===== src/rtl/assert_macros.svh =====
// Assertion macros for the RTL; the top-level unit includes them.
`ifndef ASSERT_MACROS_SVH
`define ASSERT_MACROS_SVH

// Property must hold at every clock edge outside reset.
`define ASSERT_AT(label, clk, rst_n, prop, msg) \
	label: assert property (@(posedge clk) disable iff (!rst_n) prop) else $error(msg);

// Expression must never be true outside reset.
`define ASSERT_NEVER(label, clk, rst_n, expr, msg) \
	`ASSERT_AT(label, clk, rst_n, !(expr), msg)

`endif


===== src/rtl/spwt_pkg.sv =====
// Package: types, codes and constants of the stream pattern wait unit.
`default_nettype none

package spwt_pkg;

	// Defaults of the top-level parameters
	localparam int MAX_PATTERN_DEF  = 16;
	localparam int BUFFER_LIMIT_DEF = 1024;

	// Field and register widths
	localparam int BYTE_W    = 8;
	localparam int CHAR_W    = 7;
	localparam int PAT_BYTES = 16;
	localparam int PIDX_W    = $clog2(PAT_BYTES);
	localparam int CFG_W     = 64;
	localparam int LEN_W     = 5;
	localparam int TICK_W    = 32;
	localparam int STORED_W  = 11;
	localparam int STATUS_W  = 2;

	// Register reset values
	localparam logic [LEN_W-1:0]  LEN_RST     = LEN_W'(1);
	localparam logic [TICK_W-1:0] TIMEOUT_RST = TICK_W'(600);

	// Configuration register indexes
	typedef enum logic [1:0] {
		REG_PAT_LO  = 2'd0,
		REG_PAT_HI  = 2'd1,
		REG_PAT_LEN = 2'd2,
		REG_TIMEOUT = 2'd3
	} cfg_reg_t;

	// Result status codes
	typedef enum logic [STATUS_W-1:0] {
		ST_WAIT     = 2'd0,
		ST_MATCH    = 2'd1,
		ST_TIMEOUT  = 2'd2,
		ST_OVERFLOW = 2'd3
	} status_t;

	typedef logic [PAT_BYTES-1:0][BYTE_W-1:0] pattern_t;

endpackage

`default_nettype wire


===== src/rtl/spwt_match.sv =====
// Window compare: checks the newest stored characters against the pattern.
`default_nettype none

module spwt_match
	import spwt_pkg::*;
#(
	parameter int MAX_PATTERN = MAX_PATTERN_DEF,
	parameter int CNT_W       = 11
) (
	input  wire pattern_t                            pattern,
	input  wire logic [LEN_W-1:0]                    pattern_length,
	input  wire logic [MAX_PATTERN-1:0][CHAR_W-1:0]  window,
	input  wire logic [CNT_W-1:0]                    count,
	output logic                                     match
);

	localparam int LW = $clog2(MAX_PATTERN + 1);

	logic [LW-1:0] len_c;
	logic          mismatch;

	// Lengths above the window depth count as the full window
	always_comb begin
		if (32'(pattern_length) > 32'(MAX_PATTERN)) begin
			len_c = LW'(MAX_PATTERN);
		end else begin
			len_c = LW'(pattern_length);
		end
	end

	// Newest character (entry 0) lines up with the last pattern byte
	always_comb begin
		logic [31:0]      pidx;
		logic [BYTE_W-1:0] pbyte;
		mismatch = 1'b0;
		for (int k = 0; k < MAX_PATTERN; k++) begin
			pidx = 32'(len_c) - 32'd1 - 32'(k);
			// bytes past the pattern registers never match a stored character
			if (pidx < 32'(PAT_BYTES)) begin
				pbyte = pattern[PIDX_W'(pidx)];
			end else begin
				pbyte = '0;
			end
			if ((32'(k) < 32'(len_c)) && (pbyte != {1'b0, window[k]})) begin
				mismatch = 1'b1;
			end
		end
	end

	assign match = (len_c == '0) ||
		((32'(count) >= 32'(len_c)) && !mismatch);

endmodule

`default_nettype wire


===== src/rtl/stream_pattern_wait_with_timeout_unit.sv =====
// Stream pattern wait unit: pattern search over a byte stream with tick timeout.
//
// Each input transaction is either a received byte (action 0) or one timer tick
// (action 1) and yields exactly one result: the status (waiting, matched, timed
// out, overflow) and the count of nonzero 7-bit characters stored so far. A
// match is the newest pattern_length characters equal to the pattern; overflow
// wins when the count reaches BUFFER_LIMIT; the first terminal status holds
// until reset. The unit takes one transaction per clock cycle while out_ready
// does not stall the result channel; a result passes from the input register
// to the result register once that register is free or being taken, with the
// window compare and status update done combinationally between the registers.
// Configuration writes take effect at once.
`default_nettype none

module stream_pattern_wait_with_timeout_unit
	import spwt_pkg::*;
#(
	parameter int MAX_PATTERN  = MAX_PATTERN_DEF,
	parameter int BUFFER_LIMIT = BUFFER_LIMIT_DEF
) (
	input  wire logic                 clk,
	input  wire logic                 arst_n,
	// configuration
	input  wire logic                 cfg_wr_en,
	input  wire logic [1:0]           cfg_index,
	input  wire logic [CFG_W-1:0]     cfg_data,
	// input channel
	input  wire logic                 in_valid,
	output logic                      in_ready,
	input  wire logic                 action,
	input  wire logic [BYTE_W-1:0]    rx_byte,
	// result channel
	output logic                      out_valid,
	input  wire logic                 out_ready,
	output logic [STATUS_W-1:0]       status,
	output logic [STORED_W-1:0]       bytes_stored
);

	`include "assert_macros.svh"

	localparam int CNT_W = $clog2(BUFFER_LIMIT + 1);

	// Configuration registers
	logic [CFG_W-1:0]  pat_lo_q;
	logic [CFG_W-1:0]  pat_hi_q;
	logic [LEN_W-1:0]  pat_len_q;
	logic [TICK_W-1:0] timeout_q;

	always_ff @(posedge clk or negedge arst_n) begin
		if (!arst_n) begin
			pat_lo_q  <= '0;
			pat_hi_q  <= '0;
			pat_len_q <= LEN_RST;
			timeout_q <= TIMEOUT_RST;
		end else if (cfg_wr_en) begin
			case (cfg_reg_t'(cfg_index))
				REG_PAT_LO:  pat_lo_q  <= cfg_data;
				REG_PAT_HI:  pat_hi_q  <= cfg_data;
				REG_PAT_LEN: pat_len_q <= cfg_data[LEN_W-1:0];
				REG_TIMEOUT: timeout_q <= cfg_data[TICK_W-1:0];
				default: ;
			endcase
		end
	end

	// Input register stage
	logic              valid_s1;
	logic              action_s1;
	logic [CHAR_W-1:0] char_s1;
	logic              out_valid_q;
	logic              go_s1;

	assign go_s1    = valid_s1 && (!out_valid_q || out_ready);
	assign in_ready = !valid_s1 || go_s1;

	always_ff @(posedge clk or negedge arst_n) begin
		if (!arst_n) begin
			valid_s1 <= 1'b0;
		end else if (in_ready) begin
			valid_s1 <= in_valid;
		end
	end

	always_ff @(posedge clk) begin
		if (in_ready && in_valid) begin
			action_s1 <= action;
			char_s1   <= rx_byte[CHAR_W-1:0];
		end
	end

	// Search state
	logic [MAX_PATTERN-1:0][CHAR_W-1:0] win_q;
	logic [MAX_PATTERN-1:0][CHAR_W-1:0] win_n;
	logic [CNT_W-1:0]                   cnt_q;
	logic [CNT_W-1:0]                   cnt_n;
	logic [TICK_W-1:0]                  ticks_q;
	logic [TICK_W-1:0]                  ticks_n;
	logic [TICK_W-1:0]                  ticks_inc;
	status_t                            stat_q;
	status_t                            stat_n;
	logic                               char_ok;
	logic                               store;
	logic                               match;

	assign char_ok = (char_s1 != '0);

	// Window shifted by the new character, newest in entry 0
	for (genvar k = 0; k < MAX_PATTERN; k++) begin : g_shift
		if (k == 0) begin : g_head
			assign win_n[k] = char_s1;
		end else begin : g_tail
			assign win_n[k] = win_q[k-1];
		end
	end

	assign cnt_n     = cnt_q + CNT_W'(1);
	assign ticks_inc = (ticks_q == '1) ? ticks_q : ticks_q + TICK_W'(1);

	spwt_match #(
		.MAX_PATTERN(MAX_PATTERN),
		.CNT_W      (CNT_W)
	) u_match (
		.pattern       (pattern_t'({pat_hi_q, pat_lo_q})),
		.pattern_length(pat_len_q),
		.window        (char_ok ? win_n : win_q),
		.count         (char_ok ? cnt_n : cnt_q),
		.match         (match)
	);

	// Status update for the transaction in the input stage
	always_comb begin
		stat_n  = stat_q;
		ticks_n = ticks_q;
		store   = 1'b0;
		if (stat_q == ST_WAIT) begin
			if (ticks_q >= timeout_q) begin
				stat_n = ST_TIMEOUT;
			end else if (action_s1) begin
				ticks_n = ticks_inc;
				if (ticks_inc >= timeout_q) begin
					stat_n = ST_TIMEOUT;
				end
			end else begin
				store = char_ok;
				if (32'(char_ok ? cnt_n : cnt_q) >= 32'(BUFFER_LIMIT)) begin
					stat_n = ST_OVERFLOW;
				end else if (match) begin
					stat_n = ST_MATCH;
				end
			end
		end
	end

	always_ff @(posedge clk or negedge arst_n) begin
		if (!arst_n) begin
			win_q   <= '0;
			cnt_q   <= '0;
			ticks_q <= '0;
			stat_q  <= ST_WAIT;
		end else if (go_s1) begin
			if (store) begin
				win_q <= win_n;
				cnt_q <= cnt_n;
			end
			ticks_q <= ticks_n;
			stat_q  <= stat_n;
		end
	end

	// Result register
	logic [31:0]         cnt_ext;
	logic [STATUS_W-1:0] status_q;
	logic [STORED_W-1:0] stored_q;

	assign cnt_ext = 32'(store ? cnt_n : cnt_q);

	always_ff @(posedge clk or negedge arst_n) begin
		if (!arst_n) begin
			out_valid_q <= 1'b0;
		end else if (go_s1) begin
			out_valid_q <= 1'b1;
		end else if (out_ready) begin
			out_valid_q <= 1'b0;
		end
	end

	always_ff @(posedge clk) begin
		if (go_s1) begin
			status_q <= stat_n;
			stored_q <= cnt_ext[STORED_W-1:0];
		end
	end

	assign out_valid    = out_valid_q;
	assign status       = status_q;
	assign bytes_stored = stored_q;

	// Checks
	`ASSERT_AT(a_terminal_holds, clk, arst_n,
		(stat_q != ST_WAIT) |=> (stat_q == $past(stat_q)), "terminal status changed")
	`ASSERT_NEVER(a_count_bound, clk, arst_n,
		32'(cnt_q) > 32'(BUFFER_LIMIT), "stored count above buffer limit")
	`ASSERT_AT(a_overflow_count, clk, arst_n,
		(stat_q == ST_OVERFLOW) |-> (32'(cnt_q) == 32'(BUFFER_LIMIT)),
		"overflow without full count")
	`ASSERT_AT(a_state_idle, clk, arst_n,
		!go_s1 |=> ($stable(cnt_q) && $stable(ticks_q) && $stable(stat_q)),
		"state moved without a transaction")
	`ASSERT_AT(a_result_follows, clk, arst_n,
		go_s1 |=> out_valid, "processed transaction gave no result")

endmodule

`default_nettype wire


===== config.mk =====
export PLATFORM = sky130hd
export DESIGN_NAME = stream_pattern_wait_with_timeout_unit
export DESIGN_NICKNAME = d
export VERILOG_FILES = /design/src/rtl/spwt_pkg.sv /design/src/rtl/spwt_match.sv /design/src/rtl/stream_pattern_wait_with_timeout_unit.sv
export VERILOG_INCLUDE_DIRS = /design/src /design/src/rtl
export SDC_FILE = /design/constraint.sdc
export NUM_CORES = 1
export LEC_CHECK = 0
export ABC_AREA = 1
export BUFFER_PORTS_ARGS = -buffer_cell sky130_fd_sc_hd__clkbuf_2
export CORE_AREA = 10 10 304 248
export CTS_CLUSTER_DIAMETER = 150
export DETAILED_ROUTE_END_ITERATION = 16
export DIE_AREA = 0 0 314 258
export PLACE_DENSITY_LB_ADDON = 0.2
export SLEW_MARGIN = 15
export SYNTH_ARGS = -nofsm -noshare
export SYNTH_HDL_FRONTEND = slang
export SYNTH_SLANG_ARGS = --single-unit

===== constraint.sdc =====
create_clock -name clk -period 15.4 [get_ports clk]
set_input_delay 4.62 -clock clk [delete_from_list [all_inputs] [get_ports clk]]
set_output_delay 4.62 -clock clk [all_outputs]
set_load 0.01 [all_outputs]

# ---- Yosys cells after proc, flatten, opt, wreduce, memory -nomap -nowiden
# Index checks and enable logic that the tools add are counted.
# Widths: inputs -> output; s select.
dict set report totals {
  reg_bits 345
  inputBits 80
  wordCells 238
}
dict set report op_classes {
  add_sub_neg 18
  n_lt_le_gt_ge 53
  n_eq_ne 20
  mux 81
  bitwise_logic 1
  n_reduce_logical 36
}
# operator count
set ops {}
lappend ops {{$bmux 8 s4} 16}
lappend ops {{$lt 32x5->1 const B} 16}
lappend ops {{$mux 8} 32}
lappend ops {{$sub 32x4->32 const B} 8}
lappend ops {{$ne 8x7->1} 16}
lappend ops {{$sub 32x3->32 const B} 4}
lappend ops {{$mux 112} 1}
lappend ops {{$lt 4x5->1 const B} 16}
lappend ops {{$ge 32x32->1} 2}
lappend ops {{$sub 32x2->32 const B} 2}
lappend ops {{$lt 4x5->1 const A} 8}
lappend ops {{$mux 11} 3}
lappend ops {{$add 32x1->32 const B} 1}
lappend ops {{$eq 32x32->1 const B} 1}
lappend ops {{$mux 32} 1}
lappend ops {{$sub 32x1->32 const B} 1}
lappend ops {{$mux 1} 21}
lappend ops {{$lt 3x5->1 const A} 4}
lappend ops {{$logic_and 1x1->1} 19}
lappend ops {{$mux 2} 6}
lappend ops {{$add 11x1->11 const B} 1}
lappend ops {{$ge 11x11->1 const B} 1}
lappend ops {{$ge 11x5->1} 1}
lappend ops {{$lt 1x5->1 const A} 2}
lappend ops {{other kinds (15)} 26}

# ---- Logic depth before layout (Yosys ltp)
# Gate-level depths: netlist of the first run.
dict set report logic_depth {
  depth_word 32
  mapped_depth 45
}

# ---- By module
# From an unflattened synthesis of the first run, not the netlist that was laid out.
dict set report unflattened {
  hier_cells 4789
  area_unflattened_um2 30055.1
}
# module instances cells_per_inst area_each_um2 seq_area_each_um2
set modules_own_cells {}
lappend modules_own_cells {stream_pattern_wait_with_timeout_unit 1 2227 17715.7 8744.6}
lappend modules_own_cells {spwt_match 1 2562 12339.3 0.0}

# ---- Worst setup path after synthesis of the first run
# OpenSTA, ideal clock, no wires.
dict set report synth_path {
  path_kind {input -> output}
  startpoint {input out_ready}
  endpoint {output in_ready}
  arrival_ns 4.804
  required_time_ns 10.780
  path_slack_ns 5.976
  stages 2
  cell_sequence {inv_1 nand3_1}
}
dict set report synth_via {
  elab_chain_cells 3
}
# element line
set synth_rtl {}
lappend synth_rtl {{from (decl)} stream_pattern_wait_with_timeout_unit.sv:34} ;# input wire logic out_ready,
lappend synth_rtl {{$logic_or 1x1->1} stream_pattern_wait_with_timeout_unit.sv:73} ;# assign go_s1 = valid_s1 && (!out_valid_q || out_ready);
lappend synth_rtl {{$logic_and 1x1->1} stream_pattern_wait_with_timeout_unit.sv:73}
lappend synth_rtl {{$logic_or 1x1->1} stream_pattern_wait_with_timeout_unit.sv:74} ;# assign in_ready = !valid_s1 || go_s1;
lappend synth_rtl {{to (decl)} stream_pattern_wait_with_timeout_unit.sv:29} ;# output logic in_ready,
# No other way between the ends.

# ---- Final worst setup path of the first run
# Same ends and word-level chain as after synthesis.

==> flow_metrics.py, run 1 <==
metrics = {
    "status": {
        "status": "finished, final reports clean",
    },
    "yosys": {
        "synth_area_leaders": "dfrtp_1, nand2_1, nand3_1",
        "synth_top_area_share_pct": 27.7,
        "synthTopCellsByCount": "nand2_1, nand3_1, inv_1",
        "syn_area_per_cell_um2": 6.33,
        "yosysTopAreaCell": "dfrtp_1",
        "ys_seq_area_share_pct": 30.4,
        "ys_ff_latch": 345,
        "synthArstFlopShare_pct": 93.9,
        "netlist_instances": 4546,
        "mappedNetlistNets": 4796,
        "synth.most_common_cell": "nand2_1",
        "synth_area_um2": 28800,
        "post_synth_num_cell_types": 60,
        "synth-edff-count": 21,
        "synth_warnings": 0,
        "synth_top_flop_cell": "dfrtp_1",
    },
    "sta": {
        "fin_crit_ns": 9.65,
        "period_share_pct": 62.6,
        "slew_headroom_pct": 22.3,
        "finalSetupTns_ns": 0,
        "max_freq_mhz": 104,
        "setup_viol": 0,
        "finalHoldViolations": 0,
        "skew_ns": 0.0166,
        "rsz0062_at_grt": "no",
        "final_max_slew_viol_count": 0,
        "tightest_slew_ns": 1.15,
    },
    "setup_path": {
        "crit_fanout": 3,
        "reg2reg_setup_slack_ns": 7.69,
        "cp-end-kind": "output port",
        "worstPathRequired_ns": 10.78,
        "reg2reg_depth": 34,
        "regToRegStartpoint": "pat_len_q[4]",
        "crit_arrival_ns": 5.03,
        "r2r-end": "status[1]",
        "setup.worst_path.class": "in2out",
        "crit_end": "in_ready",
        "cp-start-kind": "input port",
        "crit_start": "out_ready",
    },
    "power_and_ir_drop": {
        "cellLeakagePower_nw": 15.6,
        "power_density_nw_per_um2": 135,
        "peakVddDrop_v": 0.0000832,
    },
    "cells_and_area": {
        "stdcell_count": 5445,
        "design_area_um2": 31000,
        "multiInputGateArea_um2": 17200,
        "regArea_um2": 8740,
        "nets": 4732,
        "syn_to_final_growth_pct": 7.55,
        "n_antenna_cell": 0,
        "drive_gt1_share_pct": 5.61,
        "filler_cell_count": 7524,
        "fin_util_pct": 44.6,
    },
    "run": {
        "cap_violations": 0,
    },
    "place": {
        "dp_hpwl_um": 83200,
        "io_buffers": 93,
        "gp_congestion": 1.02,
        "place_inst": 5376,
        "placed_area_um2": 29700,
    },
    "drt": {
        "drtIter0Drc": 4057,
        "drc": 0,
        "wl_per_cell_um": 19.9,
        "antenna_left": 0,
        "wirelength_um": 108000,
        "vias_per_cell": 5.43,
        "first_pass_iters": 6,
        "vias": 29600,
    },
    "clocking": {
        "path_clk_slew_ns": 0.06,
        "cts_root_buf": "clkbuf_16",
        "clk_latency_ns": 0.59,
        "cts_buffers": 38,
        "cts_max_path_buffers": 3,
        "cts_setup_buffers": 0,
        "cts.hold.buffers_added": 0,
        "cts_tree": "yes",
        "cts.repair.resized": 0,
        "htree_levels": 2,
        "cts_sinks": 345,
    },
    "floorplanning": {
        "rows": 87,
        "ioPinCount": 95,
        "die_width_um": 314,
        "die_h_um": 258,
        "initial_core_util_pct": 41.4,
        "die_area_um2": 81000,
        "coreArea_um2": 69400,
    },
    "global_route": {
        "grt_overflow": 0,
        "grt_pass1_wl_um": 163000,
        "antenna_found_initial": 0,
        "grt_usage_pct": 26.0,
        "grt_pass1_vias": 25800,
        "grt_max_degree": 182,
    },
    "min_path": {
        "min_path_type": "reg2reg",
    },
}
[cell families after synthesis]
group                    after synthesis  synth area share (%)
adder cells (fa/ha/maj)              170                  7.39
AND/OR/NAND/NOR                     2550                  37.6
buffers and inverters                741                  10.3
XOR/XNOR                              53                  1.80
AO/OA/AOI/OAI                        687                  12.6
flip-flops                           345                  30.4
[flip-flops by register name, indices dropped and copies added, names as in the netlist, 5 cells and up]
name	flops
char_s1	7
win_n	105
pat_len_q	5
win_q	7
ticks_q	32
timeout_q	32
pat_hi_q	64
pat_lo_q	64
bytes_stored	11
cnt_q	11
[where the power goes]
part / switching [mW] / internal (mW)
clock: 0.417 / 0.535
combinational: 1.60 / 0.561
sequential: 0.0674 / 0.990
total: 2.08 / 2.09
[layout make-up]
type	instances	area share [%]
flip-flops and latches	345	28.2
well taps	934	3.77
repair buffers	119	2.27
multi-input cells	3460	55.4
clock buffers	50	3.25
clock inverters	19	0.764
inverters	518	6.29
[per-layer routing]
metal	GRT usage [%]	vias to the layer above	wire length [µm]
li1	-	14600	-
met1	38.4	13500	50200
met2	35.3	1266	41400
met3	6.89	195	11900
met4	9.74	0	4630
met5	0	-	0
[through the flow]
stage	power [mW]	setup WS, ns	hold slack, ns
2_1_floorplan	2.45	5.98	0.453
3_3_place_gp	3.12	5.78	0.466
3_5_place_dp	3.14	5.76	0.474
4_1_cts	4.10	5.75	0.488
5_1_grt	4.42	5.71	0.506
6_report	4.17	5.75	0.485
[cells in the final DEF, fill, tap and decap left out, types with 5 or more instances in the layout]
master,synthesis,layout
nor2_4,4,8
inv_2,8,8
clkinv_2,0,9
o21ai_1,44,44
edfxtp_1,21,21
ha_1,170,169
clkinv_1,5,5
nand3_1,561,557
clkbuf_16,0,38
nor3b_1,6,6
nand4_1,72,72
o211ai_1,20,20
dfstp_2,5,5
dfrtp_1,319,319
xor2_1,42,42
nor3_1,36,35
nor4_1,11,11
xnor2_1,7,7
nand2_1,1562,1562
clkbuf_2,0,92
nand3b_1,16,16
o21bai_1,5,5
o21ai_0,487,487
o21a_1,10,10
nand2_2,10,10
or2_2,10,10
nor2_2,7,7
a21oi_1,92,92
nor2_1,237,233
o31ai_1,6,6
buf_4,28,22
inv_1,504,503
clkbuf_1,125,11
[worst min path at each step]
stage                             from      endpoint  slack, ns  depth (start not counted)
after floorplan           pat_hi_q[15]  pat_hi_q[15]       0.45                          2
after global placement       win_n[19]     win_n[26]       0.47                          2
after detailed placement   pat_lo_q[3]   pat_lo_q[3]       0.47                          2
after CTS                    win_n[19]     win_n[26]       0.49                          2
after global routing      pat_hi_q[15]  pat_hi_q[15]       0.51                          2
final                      pat_lo_q[9]   pat_lo_q[9]       0.49                          2
[critical path, cell delays in order]
cell and delay, ns:
clkbuf_2 0.08, inv_1 0.06, nand3_1 0.11, clkbuf_2 0.15
(Power assumes the default switching activity.)
==> inputs of run 2 (changes only) <==
Settings changed: ABC_AREA 1 to 0, CORE_AREA 10 10 304 248 to 10 10 323 262, DIE_AREA 0 0 314 258 to 0 0 333 272.
Clock period 15.4 ns to 9.7 ns, I/O delays scaled along.
==> run 2 against run 1 <==
  * Die area grew 12%
  * Synthesized cell count decreased by 25%
  * Global-route usage rose by 2.5 points
  * Flip-flop and latch count unchanged
  * Setup slack lost 4.3 ns
  * Total power up 140%
  * Critical path depth increased by 20
  * First-iteration DRC count about the same
  * Count of clock-buffer cells in the layout shrank 1
  * Combinational power grew to 2.8 times the previous value
  * Register-to-register slack got worse by 6.2 ns
==> flow_metrics.py, run 2 <==
metrics = {
    "yosys": {
        "syn_area_per_cell_um2": 9.51,
        "synth_area_um2": 32500,
        "synthTopCellsByCount": "mux2_2, dfrtp_1, nand2_1",
        "ys_seq_area_share_pct": 26.9,
        "synth_top_flop_cell": "dfrtp_1",
        "post_synth_num_cell_types": 106,
        "synth-edff-count": 21,
        "mappedNetlistNets": 3669,
        "synth_area_leaders": "dfrtp_1, mux2_2, mux2i_1",
        "ys_ff_latch": 345,
        "synth_top_area_share_pct": 24.5,
        "synth_warnings": 0,
        "synthArstFlopShare_pct": 93.9,
        "synth.most_common_cell": "mux2_2",
        "netlist_instances": 3419,
        "yosysTopAreaCell": "dfrtp_1",
    },
    "setup_path": {
        "cp-end-kind": "register",
        "crit_family": "simple AND/OR/NAND/NOR gates",
        "critical_path.max_stage_delay_ns": 0.79,
        "worstPathRequired_ns": 10.16,
        "setup.worst_path.class": "reg2reg",
        "crit_chain": "nor2b_2 > buf_4 > inv_4 > ha_1 > buf_4 > xnor2_2 > buf_4 > ha_1 > inv_1 > o41a_1 > nand2_1 > o21bai_1 > ha_1 > nor4b_1 > nand3_1 > nor4_1 > nand4_1 > a221oi_1 > o211ai_1 > a2bb2oi_1 > nand4b_1 > nor4_2 > a21oi_1 > nand2b_1",
        "crit_fanout": 30,
        "crit_arrival_ns": 8.66,
        "cpMaxStageDelayCell": "ha_1",
        "cp-start-kind": "register",
        "path_buf_inv": 5,
    },
    "cells_and_area": {
        "most-common-layout-cells": "mux2_2, dfrtp_1, nand2_1",
        "final_common_cell": "mux2_2",
        "nets": 3631,
        "stdcell_count": 4448,
        "filler_cell_count": 7631,
        "syn_to_final_growth_pct": 8.04,
        "largest_reg_flops": 105,
        "drive_gt1_share_pct": 22.0,
        "fin_util_pct": 44.9,
    },
    "drt": {
        "drtIter0Drc": 4053,
        "wl_met3_um": 15000,
        "highest-signal-layer": "met5",
        "wirelength_um": 134000,
        "antenna_left": 0,
        "met2_length_um": 54800,
        "first_pass_iters": 6,
        "drc": 0,
        "wl_per_cell_um": 30.2,
        "vias_per_cell": 6.55,
        "vias": 29100,
        "met1_length_um": 59300,
    },
    "sta": {
        "max_freq_mhz": 122,
        "final_max_slew_viol_count": 0,
        "fin_crit_ns": 8.20,
        "skew_ns": 0.0395,
        "slew_headroom_pct": 10.9,
        "tightest_slew_ns": 1.33,
        "rsz0062_at_grt": "no",
        "finalWorstSetupSlack_ns": 1.50,
        "finalHoldViolations": 0,
        "finalSetupTns_ns": 0,
        "holdWs_ns": 0.498,
        "setup_viol": 0,
        "period_share_pct": 84.5,
    },
    "clocking": {
        "path_clk_slew_ns": 0.07,
        "clk_latency_ns": 0.61,
        "htree_levels": 2,
        "cts_setup_buffers": 0,
        "cts_tree": "yes",
        "cts.repair.resized": 0,
        "cts.hold.buffers_added": 0,
        "cts_root_buf": "clkbuf_16",
        "cts_sinks": 345,
        "cts_max_path_buffers": 3,
        "cts_buffers": 40,
    },
    "floorplanning": {
        "die_h_um": 272,
        "die_area_um2": 90600,
        "initial_core_util_pct": 41.6,
        "rows": 92,
        "die_width_um": 333,
        "ioPinCount": 95,
        "coreArea_um2": 78300,
    },
    "power_and_ir_drop": {
        "peakVddDrop_v": 0.000166,
        "power_density_nw_per_um2": 288,
        "cellLeakagePower_nw": 14.6,
    },
    "place": {
        "place_inst": 4373,
        "dp_hpwl_um": 103000,
        "gp_congestion": 1.03,
        "io_buffers": 93,
        "post-place-ws_ns": 1.74,
    },
    "run": {
        "cap_violations": 0,
    },
    "global_route": {
        "grt_usage_pct": 28.6,
        "grt_pass1_vias": 26600,
        "antenna_found_initial": 14,
        "grt_overflow": 0,
        "grt_pass1_wl_um": 193000,
        "grt_max_degree": 151,
    },
    "min_path": {
        "min_path_type": "reg2reg",
    },
    "status": {
        "status": "finished, final reports clean",
    },
}
==> run 2: kinds of logic after synthesis <==
logic type / count (synthesis) / share of synthesized area, %
AOI/OAI and AO/OA: 670 / 14.5
xor gates and xnor gates: 149 / 4.04
adders and majority gates: 170 / 6.54
buffers and inverters: 348 / 4.80
DFF: 345 / 26.9
muxes: 716 / 27.0
and+or+nand+nor: 1021 / 16.3
==> run 2: area by class of cell <==
cell class,instances,area [µm²],area share [%]
timing repair buffer,161,1010,2.88
clock inverter,22,273,0.776
sequential,345,8750,24.9
multi-input combinational,2726,22300,63.5
inverter,107,405,1.15
antenna,4,10.0,0.0285
tap,1034,1290,3.68
clock buffer,49,1090,3.09
==> run 2: worst paths after layout <==
check	from	to	slack [ns]	depth (start not counted)
max in group asynchronous	arst_n	win_n[108]	5.69	2
hold reg to reg	valid_s1	out_valid	0.50	1
setup / recovery	pat_len_q[1]	status[0]	1.50	24
min in group asynchronous	arst_n	ticks_q[13]	2.29	1
hold / removal	valid_s1	out_valid	0.50	1
setup reg to reg	pat_len_q[1]	status[0]	1.50	24
==> run 2: metal layers <==
metal | vias up | GRT usage (%)
met5 | - | 0
met1 | 14500 | 41.3
met3 | 228 | 7.13
met2 | 1506 | 40.4
met4 | 4 | 10.4
li1 | 12800 | -
==> run 2: power by group <==
group	total, mW	internal (mW)	leakage, nW	switching, mW
logic	6.15	2.32	9.66	3.83
clock network	1.61	0.914	0.671	0.698
registers	2.34	1.77	4.26	0.576
==> run 2: worst register-to-register path, cell delays in order (launching register included) <==
cell and delay (ns):
dfrtp_4 0.65, nor2b_2 0.22, buf_4 0.25, inv_4 0.46, ha_1 0.28, buf_4 0.27
xnor2_2 0.16, buf_4 0.55, ha_1 0.80, inv_1 0.37, o41a_1 0.58, nand2_1 0.17
o21bai_1 0.14, ha_1 0.27, nor4b_1 0.36, nand3_1 0.12, nor4_1 0.28, nand4_1 0.39
a221oi_1 0.36, o211ai_1 0.19, a2bb2oi_1 0.45, nand4b_1 0.23, nor4_2 0.20, a21oi_1 0.16
nand2b_1 0.13
==> run 2: metrics by stage <==
step / total power [mW] / area [µm²]
2_1_floorplan: 6.13 / 32500
6_report: 10.1 / 35100
3_5_place_dp: 8.26 / 33800
3_3_place_gp: 8.24 / 33800
5_1_grt: 10.5 / 35100
4_1_cts: 9.90 / 35100
